$ cat config.mk
export PLATFORM = sky130hd
export DESIGN_NAME = lru_cache_miss_counter_top
export DESIGN_NICKNAME = d
export VERILOG_FILES = /design/src/rtl/core/lcmc_pkg.sv /design/src/rtl/core/lcmc_store.sv /design/src/rtl/core/lcmc_age_unit.sv /design/src/rtl/core/lcmc_seq.sv /design/src/rtl/core/lru_cache_miss_counter_top.sv
export VERILOG_INCLUDE_DIRS = /design/src /design/src/rtl/core
export SDC_FILE = /design/constraint.sdc
export NUM_CORES = 2
export LEC_CHECK = 0
export CORE_MARGIN = 4
export CORE_UTILIZATION = 63
export DETAILED_ROUTE_END_ITERATION = 10
export DONT_BUFFER_PORTS = 1
export PLACE_DENSITY = 0.79
export RECOVER_POWER = 25
export SLEW_MARGIN = 20
export SYNTH_ARGS = -nofsm -noshare
export SYNTH_HDL_FRONTEND = slang
export SYNTH_SLANG_ARGS = --single-unit
$ cat constraint.sdc
create_clock -name clk_i -period 6.8 [get_ports clk_i]
set_input_delay 1.02 -clock clk_i [delete_from_list [all_inputs] [get_ports clk_i]]
set_output_delay 1.02 -clock clk_i [all_outputs]
set_load 0.01 [all_outputs]
$ cat src/rtl/core/lru_cache_miss_counter_top_macros.svh
// assertion macros shared by the lru cache miss counter rtl
`ifndef LRU_CACHE_MISS_COUNTER_TOP_MACROS_SVH
`define LRU_CACHE_MISS_COUNTER_TOP_MACROS_SVH

`ifndef SYNTH
// property must hold at every clock edge out of reset
`define LCMC_ASSERT(lbl, clk, rstn, prop) \
  lbl: assert property (@(posedge clk) disable iff (!rstn) (prop)) \
    else $error("lcmc assertion failed");
// condition must never be seen at a clock edge out of reset
`define LCMC_ASSERT_NEVER(lbl, clk, rstn, cond) \
  lbl: assert property (@(posedge clk) disable iff (!rstn) !(cond)) \
    else $error("lcmc forbidden condition seen");
`else
`define LCMC_ASSERT(lbl, clk, rstn, prop)
`define LCMC_ASSERT_NEVER(lbl, clk, rstn, cond)
`endif

`endif

$ cat src/rtl/core/lcmc_pkg.sv
// shared constants and types of the lru cache miss counter
package lcmc_pkg;

  // default sizes
  localparam int unsigned MAX_ENTRIES_DEF = 64;
  localparam int unsigned ADDR_BITS_DEF   = 24;

  // fixed field widths
  localparam int unsigned OP_W     = 2;
  localparam int unsigned FIELD_W  = 24;
  localparam int unsigned CNT_W    = 16;
  localparam int unsigned CFG_W    = 7;
  localparam int unsigned MISS_W   = 32;

  // cache size after reset
  localparam logic [CFG_W-1:0] CACHE_SIZE_RST = 7'd64;

  // opcodes
  localparam logic [OP_W-1:0] OP_ADDR  = 2'd0;
  localparam logic [OP_W-1:0] OP_RANGE = 2'd1;
  localparam logic [OP_W-1:0] OP_STAT  = 2'd2;

  // flags from the shared compare unit
  typedef struct packed {
    logic tag_eq;
    logic age_ge;
  } lcmc_cmp_t;

  // miss report from the sequencer to the output register
  typedef struct packed {
    logic              valid;
    logic [MISS_W-1:0] count;
  } lcmc_stat_t;

endpackage

$ cat src/rtl/core/lcmc_store.sv
// tag and age memories, one write and one registered read each
module lcmc_store #(
  parameter int unsigned DEPTH = lcmc_pkg::MAX_ENTRIES_DEF,
  parameter int unsigned TAG_W = lcmc_pkg::ADDR_BITS_DEF,
  parameter int unsigned IDX_W = 6
) (
  input  logic             clk_i,
  input  logic             tag_we_i,
  input  logic [IDX_W-1:0] tag_waddr_i,
  input  logic [TAG_W-1:0] tag_wdata_i,
  input  logic             age_we_i,
  input  logic [IDX_W-1:0] age_waddr_i,
  input  logic [IDX_W-1:0] age_wdata_i,
  input  logic [IDX_W-1:0] raddr_i,
  output logic [TAG_W-1:0] rd_tag_o,
  output logic [IDX_W-1:0] rd_age_o
);
  import lcmc_pkg::*;

  logic [TAG_W-1:0] tag_mem [DEPTH];
  logic [IDX_W-1:0] age_mem [DEPTH];
  logic [TAG_W-1:0] rd_tag_q;
  logic [IDX_W-1:0] rd_age_q;

  // tag array
  always_ff @(posedge clk_i) begin
    if (tag_we_i) begin
      tag_mem[tag_waddr_i] <= tag_wdata_i;
    end
    rd_tag_q <= tag_mem[raddr_i];
  end

  // age array
  always_ff @(posedge clk_i) begin
    if (age_we_i) begin
      age_mem[age_waddr_i] <= age_wdata_i;
    end
    rd_age_q <= age_mem[raddr_i];
  end

  assign rd_tag_o = rd_tag_q;
  assign rd_age_o = rd_age_q;

endmodule

$ cat src/rtl/core/lcmc_age_unit.sv
// shared compare unit: tag match, age compare and age increment
module lcmc_age_unit #(
  parameter int unsigned TAG_W = lcmc_pkg::ADDR_BITS_DEF,
  parameter int unsigned AGE_W = 6
) (
  input  logic [TAG_W-1:0]    rd_tag_i,
  input  logic [TAG_W-1:0]    probe_tag_i,
  input  logic [AGE_W-1:0]    rd_age_i,
  input  logic [AGE_W-1:0]    ref_age_i,
  output lcmc_pkg::lcmc_cmp_t cmp_o,
  output logic [AGE_W-1:0]    age_inc_o
);
  import lcmc_pkg::*;

  // one equality, one magnitude compare, one incrementer
  always_comb begin
    cmp_o.tag_eq = (rd_tag_i == probe_tag_i);
    cmp_o.age_ge = (rd_age_i >= ref_age_i);
    age_inc_o    = rd_age_i + AGE_W'(1);
  end

endmodule

$ cat src/rtl/core/lcmc_seq.sv
// access sequencer: scan and update passes over the stored entries, and miss count reports
`include "lru_cache_miss_counter_top_macros.svh"
module lcmc_seq #(
  parameter int unsigned MAX_ENTRIES = lcmc_pkg::MAX_ENTRIES_DEF,
  parameter int unsigned ADDR_BITS   = lcmc_pkg::ADDR_BITS_DEF,
  parameter int unsigned OCC_W       = 7
) (
  input  logic                         clk_i,
  input  logic                         rst_ni,
  input  logic                         in_valid_i,
  output logic                         in_ready_o,
  input  logic [lcmc_pkg::OP_W-1:0]    opcode_i,
  input  logic [lcmc_pkg::FIELD_W-1:0] address_i,
  input  logic [lcmc_pkg::FIELD_W-1:0] stride_i,
  input  logic [lcmc_pkg::CNT_W-1:0]   count_i,
  input  logic [OCC_W-1:0]             eff_size_i,
  input  logic                         out_free_i,
  output lcmc_pkg::lcmc_stat_t         stat_o
);
  import lcmc_pkg::*;

  localparam int unsigned IDX_W = (MAX_ENTRIES > 1) ? $clog2(MAX_ENTRIES) : 1;
  localparam int unsigned EXT_W = (ADDR_BITS > FIELD_W) ? ADDR_BITS : FIELD_W;

  // sequencer states
  localparam logic [2:0] ST_IDLE   = 3'd0;
  localparam logic [2:0] ST_START  = 3'd1;
  localparam logic [2:0] ST_SCAN   = 3'd2;
  localparam logic [2:0] ST_DECIDE = 3'd3;
  localparam logic [2:0] ST_UPDATE = 3'd4;
  localparam logic [2:0] ST_STAT   = 3'd5;

  logic [2:0]           state_q, state_d;
  logic [ADDR_BITS-1:0] cur_q, cur_d;
  logic [ADDR_BITS-1:0] stride_q, stride_d;
  logic [CNT_W-1:0]     rem_q, rem_d;
  logic [OCC_W-1:0]     occ_q, occ_d;
  logic [MISS_W-1:0]    misses_q, misses_d;
  logic [OCC_W-1:0]     issue_q, issue_d;
  logic                 pv_q, pv_d;
  logic [IDX_W-1:0]     pidx_q, pidx_d;
  logic                 hit_q, hit_d;
  logic [IDX_W-1:0]     hit_idx_q, hit_idx_d;
  logic [IDX_W-1:0]     hit_age_q, hit_age_d;
  logic [IDX_W-1:0]     max_q, max_d;
  logic [IDX_W-1:0]     victim_q, victim_d;
  logic [IDX_W-1:0]     thr_q, thr_d;
  logic [IDX_W-1:0]     tgt_q, tgt_d;
  logic                 inc_all_q, inc_all_d;

  logic [EXT_W-1:0]     base_ext;
  logic [EXT_W-1:0]     stride_ext;
  logic                 tag_we;
  logic                 age_we;
  logic [IDX_W-1:0]     age_wdata;
  logic [IDX_W-1:0]     raddr;
  logic [ADDR_BITS-1:0] rd_tag;
  logic [IDX_W-1:0]     rd_age;
  logic [IDX_W-1:0]     ref_age;
  lcmc_cmp_t            cmp;
  logic [IDX_W-1:0]     age_inc;
  logic                 issue_more;

  assign base_ext   = EXT_W'(address_i);
  assign stride_ext = EXT_W'(stride_i);
  assign issue_more = (issue_q < occ_q);
  assign raddr      = issue_q[IDX_W-1:0];
  assign ref_age    = (state_q == ST_SCAN) ? max_q : thr_q;

  // tag and age storage
  lcmc_store #(
    .DEPTH (MAX_ENTRIES),
    .TAG_W (ADDR_BITS),
    .IDX_W (IDX_W)
  ) u_store (
    .clk_i       (clk_i),
    .tag_we_i    (tag_we),
    .tag_waddr_i (tgt_d),
    .tag_wdata_i (cur_q),
    .age_we_i    (age_we),
    .age_waddr_i (pidx_q),
    .age_wdata_i (age_wdata),
    .raddr_i     (raddr),
    .rd_tag_o    (rd_tag),
    .rd_age_o    (rd_age)
  );

  // compare unit shared by the scan and update passes
  lcmc_age_unit #(
    .TAG_W (ADDR_BITS),
    .AGE_W (IDX_W)
  ) u_age_unit (
    .rd_tag_i    (rd_tag),
    .probe_tag_i (cur_q),
    .rd_age_i    (rd_age),
    .ref_age_i   (ref_age),
    .cmp_o       (cmp),
    .age_inc_o   (age_inc)
  );

  // new age of the entry read back during the update pass
  always_comb begin
    if (pidx_q == tgt_q) begin
      age_wdata = '0;
    end else if (inc_all_q || !cmp.age_ge) begin
      age_wdata = age_inc;
    end else begin
      age_wdata = rd_age;
    end
  end

  // sequencer
  always_comb begin
    state_d   = state_q;
    cur_d     = cur_q;
    stride_d  = stride_q;
    rem_d     = rem_q;
    occ_d     = occ_q;
    misses_d  = misses_q;
    issue_d   = issue_q;
    pv_d      = 1'b0;
    pidx_d    = pidx_q;
    hit_d     = hit_q;
    hit_idx_d = hit_idx_q;
    hit_age_d = hit_age_q;
    max_d     = max_q;
    victim_d  = victim_q;
    thr_d     = thr_q;
    tgt_d     = tgt_q;
    inc_all_d = inc_all_q;
    tag_we    = 1'b0;
    age_we    = 1'b0;
    in_ready_o   = 1'b0;
    stat_o.valid = 1'b0;
    stat_o.count = misses_q;

    unique case (state_q)
      ST_IDLE: begin
        in_ready_o = 1'b1;
        if (in_valid_i) begin
          cur_d    = base_ext[ADDR_BITS-1:0];
          stride_d = stride_ext[ADDR_BITS-1:0];
          unique case (opcode_i)
            OP_ADDR: begin
              rem_d   = CNT_W'(1);
              state_d = ST_START;
            end
            OP_RANGE: begin
              rem_d   = count_i;
              state_d = (count_i == '0) ? ST_IDLE : ST_START;
            end
            OP_STAT: begin
              state_d = ST_STAT;
            end
            default: begin
              state_d = ST_IDLE;
            end
          endcase
        end
      end

      ST_START: begin
        issue_d  = '0;
        hit_d    = 1'b0;
        max_d    = '0;
        victim_d = '0;
        state_d  = ST_SCAN;
      end

      ST_SCAN: begin
        // issue the next read
        if (issue_more) begin
          issue_d = issue_q + OCC_W'(1);
          pv_d    = 1'b1;
          pidx_d  = issue_q[IDX_W-1:0];
        end
        // check the entry read last cycle
        if (pv_q) begin
          if (cmp.tag_eq && !hit_q) begin
            hit_d     = 1'b1;
            hit_idx_d = pidx_q;
            hit_age_d = rd_age;
          end
          if (cmp.age_ge) begin
            max_d    = rd_age;
            victim_d = pidx_q;
          end
        end
        if (!issue_more && !pv_q) begin
          state_d = ST_DECIDE;
        end
      end

      ST_DECIDE: begin
        issue_d = '0;
        if (hit_q) begin
          thr_d     = hit_age_q;
          tgt_d     = hit_idx_q;
          inc_all_d = 1'b0;
        end else begin
          tag_we = 1'b1;
          if (misses_q != '1) begin
            misses_d = misses_q + MISS_W'(1);
          end
          if (occ_q < eff_size_i) begin
            // free slot: all ages move up, new entry at the end
            tgt_d     = occ_q[IDX_W-1:0];
            inc_all_d = 1'b1;
            occ_d     = occ_q + OCC_W'(1);
          end else begin
            // replace the least recently used entry
            thr_d     = max_q;
            tgt_d     = victim_q;
            inc_all_d = 1'b0;
          end
        end
        state_d = ST_UPDATE;
      end

      ST_UPDATE: begin
        if (issue_more) begin
          issue_d = issue_q + OCC_W'(1);
          pv_d    = 1'b1;
          pidx_d  = issue_q[IDX_W-1:0];
        end
        if (pv_q) begin
          age_we = 1'b1;
        end
        if (!issue_more && !pv_q) begin
          if (rem_q > CNT_W'(1)) begin
            rem_d   = rem_q - CNT_W'(1);
            cur_d   = cur_q + stride_q;
            state_d = ST_START;
          end else begin
            state_d = ST_IDLE;
          end
        end
      end

      ST_STAT: begin
        stat_o.valid = 1'b1;
        if (out_free_i) begin
          misses_d = '0;
          state_d  = ST_IDLE;
        end
      end

      default: begin
        state_d = ST_IDLE;
      end
    endcase
  end

  // control registers
  always_ff @(posedge clk_i or negedge rst_ni) begin
    if (!rst_ni) begin
      state_q   <= ST_IDLE;
      rem_q     <= '0;
      occ_q     <= '0;
      misses_q  <= '0;
      issue_q   <= '0;
      pv_q      <= 1'b0;
      hit_q     <= 1'b0;
      inc_all_q <= 1'b0;
    end else begin
      state_q   <= state_d;
      rem_q     <= rem_d;
      occ_q     <= occ_d;
      misses_q  <= misses_d;
      issue_q   <= issue_d;
      pv_q      <= pv_d;
      hit_q     <= hit_d;
      inc_all_q <= inc_all_d;
    end
  end

  // datapath registers
  always_ff @(posedge clk_i) begin
    cur_q     <= cur_d;
    stride_q  <= stride_d;
    pidx_q    <= pidx_d;
    hit_idx_q <= hit_idx_d;
    hit_age_q <= hit_age_d;
    max_q     <= max_d;
    victim_q  <= victim_d;
    thr_q     <= thr_d;
    tgt_q     <= tgt_d;
  end

  // checks
  `LCMC_ASSERT_NEVER(a_occ_bound, clk_i, rst_ni, occ_q > OCC_W'(MAX_ENTRIES))
  `LCMC_ASSERT(a_occ_only_on_decide, clk_i, rst_ni, (state_q != ST_DECIDE) |=> $stable(occ_q))
  `LCMC_ASSERT_NEVER(a_age_in_range, clk_i, rst_ni, age_we && (OCC_W'(age_wdata) >= occ_q))
  `LCMC_ASSERT(a_miss_monotone, clk_i, rst_ni, (state_q != ST_STAT) |=> (misses_q >= $past(misses_q)))

endmodule

$ cat src/rtl/core/lru_cache_miss_counter_top.sv
// top level of the lru cache miss counter: config, sequencer, result register
//
//   channel   direction  handshake                 payload
//   in        input      in_valid_i / in_ready_o   opcode_i address_i stride_i count_i
//   out       output     out_valid_o / out_ready_i miss_count_o
//   cfg       input      cfg_we_i                  cfg_data_i (cache size)
//
// after the accept cycle one access runs a scan pass and an age update pass, each reading
// one entry per cycle from the tag and age memories and then draining the read; when a miss
// fills a free slot the update pass also covers the new entry. a range item takes count
// accesses back to back; a stat item waits until the result register is free. reset
// empties the cache, clears the miss count and sets the cache size to 64; no clearing
// pass is needed. in_ready_o is high only while the sequencer is idle.
module lru_cache_miss_counter_top #(
  parameter int unsigned MAX_ENTRIES = lcmc_pkg::MAX_ENTRIES_DEF,
  parameter int unsigned ADDR_BITS   = lcmc_pkg::ADDR_BITS_DEF
) (
  input  logic                         clk_i,
  input  logic                         rst_ni,
  input  logic                         in_valid_i,
  output logic                         in_ready_o,
  input  logic [lcmc_pkg::OP_W-1:0]    opcode_i,
  input  logic [lcmc_pkg::FIELD_W-1:0] address_i,
  input  logic [lcmc_pkg::FIELD_W-1:0] stride_i,
  input  logic [lcmc_pkg::CNT_W-1:0]   count_i,
  output logic                         out_valid_o,
  input  logic                         out_ready_i,
  output logic [lcmc_pkg::MISS_W-1:0]  miss_count_o,
  input  logic                         cfg_we_i,
  input  logic [lcmc_pkg::CFG_W-1:0]   cfg_data_i
);
  import lcmc_pkg::*;

  localparam int unsigned OCC_W = $clog2(MAX_ENTRIES + 1);
  localparam int unsigned CMP_W = (OCC_W > CFG_W) ? OCC_W : CFG_W;
  localparam logic [CMP_W-1:0] MAX_EXT = CMP_W'(MAX_ENTRIES);

  logic [CFG_W-1:0]  cache_size_q;
  logic [CMP_W-1:0]  size_ext;
  logic [CMP_W-1:0]  eff_ext;
  logic [OCC_W-1:0]  eff_size;
  logic              out_valid_q, out_valid_d;
  logic [MISS_W-1:0] miss_count_q, miss_count_d;
  logic              out_free;
  lcmc_stat_t        stat;

  // cache size register
  always_ff @(posedge clk_i or negedge rst_ni) begin
    if (!rst_ni) begin
      cache_size_q <= CACHE_SIZE_RST;
    end else if (cfg_we_i) begin
      cache_size_q <= cfg_data_i;
    end
  end

  // clamp the size to 1 .. MAX_ENTRIES
  always_comb begin
    size_ext = CMP_W'(cache_size_q);
    if (size_ext == '0) begin
      eff_ext = CMP_W'(1);
    end else if (size_ext > MAX_EXT) begin
      eff_ext = MAX_EXT;
    end else begin
      eff_ext = size_ext;
    end
    eff_size = eff_ext[OCC_W-1:0];
  end

  lcmc_seq #(
    .MAX_ENTRIES (MAX_ENTRIES),
    .ADDR_BITS   (ADDR_BITS),
    .OCC_W       (OCC_W)
  ) u_seq (
    .clk_i      (clk_i),
    .rst_ni     (rst_ni),
    .in_valid_i (in_valid_i),
    .in_ready_o (in_ready_o),
    .opcode_i   (opcode_i),
    .address_i  (address_i),
    .stride_i   (stride_i),
    .count_i    (count_i),
    .eff_size_i (eff_size),
    .out_free_i (out_free),
    .stat_o     (stat)
  );

  // result register
  assign out_free = !out_valid_q || out_ready_i;

  always_comb begin
    out_valid_d  = out_valid_q;
    miss_count_d = miss_count_q;
    if (out_valid_q && out_ready_i) begin
      out_valid_d = 1'b0;
    end
    if (stat.valid && out_free) begin
      out_valid_d  = 1'b1;
      miss_count_d = stat.count;
    end
  end

  always_ff @(posedge clk_i or negedge rst_ni) begin
    if (!rst_ni) begin
      out_valid_q <= 1'b0;
    end else begin
      out_valid_q <= out_valid_d;
    end
  end

  always_ff @(posedge clk_i) begin
    miss_count_q <= miss_count_d;
  end

  assign out_valid_o  = out_valid_q;
  assign miss_count_o = miss_count_q;

endmodule
==> results.json <==
{
  "status": "finished, violations left",
  "violations": "max-capacitance violations, max-slew violations",
  "power_density_nw_per_um2": 418.9,
  "synth_top_cell_by_area": "edfxtp_1",
  "grt_pass1_wl_um": 322100,
  "synthXorXnorAreaFrac": 0.008275,
  "synth-seq-cells": 2148,
  "num_io_pins": 112,
  "synth_top_family_by_area": "multiplexers",
  "syn_avg_cell_area_um2": 21.64,
  "yosysWarnings": 0,
  "ctsResizeCount": 0,
  "end_kind": "flip-flop",
  "synth_fp_nets": 4038,
  "rsz0062_at_grt": "false",
  "required_ns": 7.43,
  "yosys.area_share.simple": 0.03018,
  "ant_nets": 0,
  "finalInstanceArea_um2": 94240,
  "synth-compound-area-share": 0.01920,
  "area_growth_syn_to_layout_pct": 11.30,
  "synth_ff_type": "edfxtp_1",
  "worst-setup-path-type": "reg -> reg",
  "io_buffers": 0,
  "grt_usage": 0.3222,
  "cap_violations": 31,
  "worst_pin_slew_ns": 3.463,
  "synth_edf_count": 2036,
  "hpwl_um": 121500,
  "ys_seq_area_frac": 0.7531,
  "syn-cell-area_um2": 84670,
  "cpMostUsedCell": "a21o_1",
  "drc": 0,
  "synth_top_cell_area_share": 0.7221,
  "via_per_inst": 7.282,
  "gp_congestion": 0.8564,
  "cts_tree": "built",
  "relSlewSlack": -1.308,
  "startpoint_type": "flip-flop",
  "period_share": 0.7826,
  "netlist_instances": 3912,
  "setup_viol": 0,
  "num-nets-final": 4183,
  "min_path_type": "in -> async",
  "cts.reportedPaths.clkPinSlew_ns": 0.06,
  "cts-root-buf": "clkbuf_16",
  "drive_above_1_share": 0.2716,
  "fmax_ghz": 0.1879,
  "clk_latency_ns": 0.85,
  "dieArea_um2": 140300,
  "tns_ns": 0,
  "crit_path_max_incr_delay_ns": 0.94,
  "synthArstFlopShare": 0.03538,
  "vdd_drop_max_v": 0.0004003,
  "postPlaceCellArea_um2": 87610,
  "coreArea_um2": 133500,
  "grt_max_degree": 147,
  "initial_core_util": 0.6344,
  "core.rowCount": 134,
  "ys_top_cells_by_area": "edfxtp_1 72%, mux4_2 17%, dfrtp_1 2.2%",
  "wl_per_cell_um": 37.00,
  "grt.overflow.total": 0,
  "h-tree-depth": 4,
  "initialDrtViolationCount": 7558,
  "ys_types": 82,
  "finClkSkew_ns": 0.06485,
  "grt_pass1_vias": 43110,
  "min_period_ns": 5.321,
  "leakage_nw": 29.12,
  "firstDrtPassIters": 9,
  "die_w_um": 374.6,
  "crit_arrival_ns": 5.95,
  "totalWireLength_um": 222600,
  "antenna_found_initial": 28,
  "hold_viol": 0,
  "cp_cell_sequence": "nand2b_1 > nor2_1 > clkbuf_1 > mux2i_1 > ha_1 > a21o_1 > a21o_1 > a21oi_1 > o21ai_0 > or3_1 > a21oi_4 > buf_16 > buf_4",
  "cts_num_sinks": 2148,
  "critPathMaxFanout": 27,
  "vias": 43800,
  "clock_path_buffers": 3,
  "cts_setup_buffers": 0,
  "muxShareOfSynthArea": 0.1708,
  "crit_slowest_cell": "clkbuf_1",
  "cts_buffers": 202,
  "drv_slew": 1112,
  "die_h_um": 374.6,
  "synth_fa_ha_area_frac": 0.007182
}
## worst max-delay path, delay by kind of cell (launching register included)
| family | cells | cell delay (ns) |
|---|---|---|
| buffers and inverters | 3 | 1.47 |
| and+or+nand+nor | 3 | 0.98 |
| DFF | 1 | 0.57 |
| muxes | 1 | 0.30 |
| AOI/OAI and AO/OA | 5 | 1.49 |
| adders and majority gates | 1 | 0.28 |
## synth_stat cells (all sizes together) (6+ instances only)
cell / n
nor3b: 6
a21oi: 50
inv: 40
ha: 47
nor4: 35
and3: 11
xnor2: 40
mux4: 630
or3: 16
nand2: 99
nand4: 14
or2: 7
o31ai: 6
buf: 74
edfxtp: 2036
o211ai: 16
nand3: 33
dfrtp: 75
and4: 6
and2: 18
nor2: 140
a21o: 16
clkbuf: 121
nand2b: 18
nor2b: 8
o21ai: 58
a31oi: 15
mux2: 13
xor2: 40
nand3b: 11
o221ai: 7
nor3: 71
o2bb2ai: 11
dfxtp: 36
mux2i: 13
## flip-flops by register name, summed over array words and instances (netlist names), 7 cells and up
signal and flops:
u_seq.rem_q 16, u_seq.u_store.rd_tag_o 24, cache_size_q 7, u_seq.occ_q 7, u_seq.stride_q 24, u_seq.misses_q 32
u_seq.cur_q 24, u_seq.issue_q 7, u_seq.u_store.age_mem 384, miss_count_o 32, u_seq.u_store.tag_mem 1536
## where the power goes
part           switching (mW)  internal, mW  leakage (nW)
Sequential              0.622          16.9          19.6
Combinational            6.81          3.66          6.26
Clock                    5.07          6.46          3.24
## cell type report
| class | instances | area, µm² |
|---|---|---|
| clock inverter | 129 | 1343 |
| multi-input combinational | 1529 | 20350 |
| timing repair buffer | 136 | 1050 |
| fill | 7298 | 39220 |
| antenna | 17 | 42.54 |
| clock buffer | 248 | 5323 |
| inverter | 40 | 150.1 |
| tap | 1768 | 2212 |
| sequential | 2148 | 63770 |
## logic make-up (layout without fill, tap and decap cells)
group           after synthesis  in the layout
simple gates                507            507
fa+ha+maj                    48             48
flops                      2148           2148
other cells                   0             17
compound gates              238            238
mux                         656            656
xor+xnor                     80             80
buf+inv                     235            553
## metrics by stage
step           hold slack, ns  std cells  setup WS (ns)  utilization  power, mW
2_1_floorplan          0.4244       3912          1.301            -      23.67
4_1_cts               0.01943       5997          1.976       0.7066      39.25
6_report              0.04890       6015          1.479       0.7062      39.48
3_3_place_gp           0.4566       5619          2.204       0.6564      27.25
3_5_place_dp           0.4689       5619          2.086       0.6564      27.55
5_1_grt               0.03147       6000          1.078       0.7059      40.65
## worst paths after layout
check,endpoint,cells after the start,startpoint,slack [ns]
hold reg to reg,miss_count_o[29],0,u_seq.misses_q[29],0.47
setup / recovery,u_seq.u_store.age_mem[23][5],13,u_seq.state_q[2],1.48
hold / removal,u_seq.rem_q[15],1,rst_ni,0.05
max in group asynchronous,u_seq.misses_q[2],1,rst_ni,6.25
min in group clk_i,u_seq.stride_q[22],0,stride_i[22],0.27
setup reg to reg,u_seq.u_store.age_mem[23][5],13,u_seq.state_q[2],1.48
## routing by layer
layer | vias up | GRT usage | share of wire
met5 | - | 0 | 0.00053
met4 | 20 | 0.1128 | 0.043
met3 | 598 | 0.1050 | 0.14
met2 | 3796 | 0.4810 | 0.46
met1 | 22620 | 0.4587 | 0.35
li1 | 16770 | - | -
## cells in the final DEF, fill, tap and decap left out, types with 33 or more instances in the layout
cell       count
edfxtp_1    2036
mux4_2       630
clkbuf_16    206
nor2_1       122
nand2_1       99
buf_4         92
clkbuf_1      74
dfrtp_1       73
o21ai_0       54
a21oi_1       49
ha_1          47
nor3_2        45
clkinv_2      42
xor2_1        40
xnor2_1       40
inv_1         38
clkinv_1      36
dfxtp_1       36
nand3_1       33
## timing repair
action | in CTS | in global routing
hold buffers | 1 | 0
hold endpoints to repair | 75 | 0
endpoints found under the setup margin | 0 | 0
Note: power is estimated with default switching activity, not from simulation.
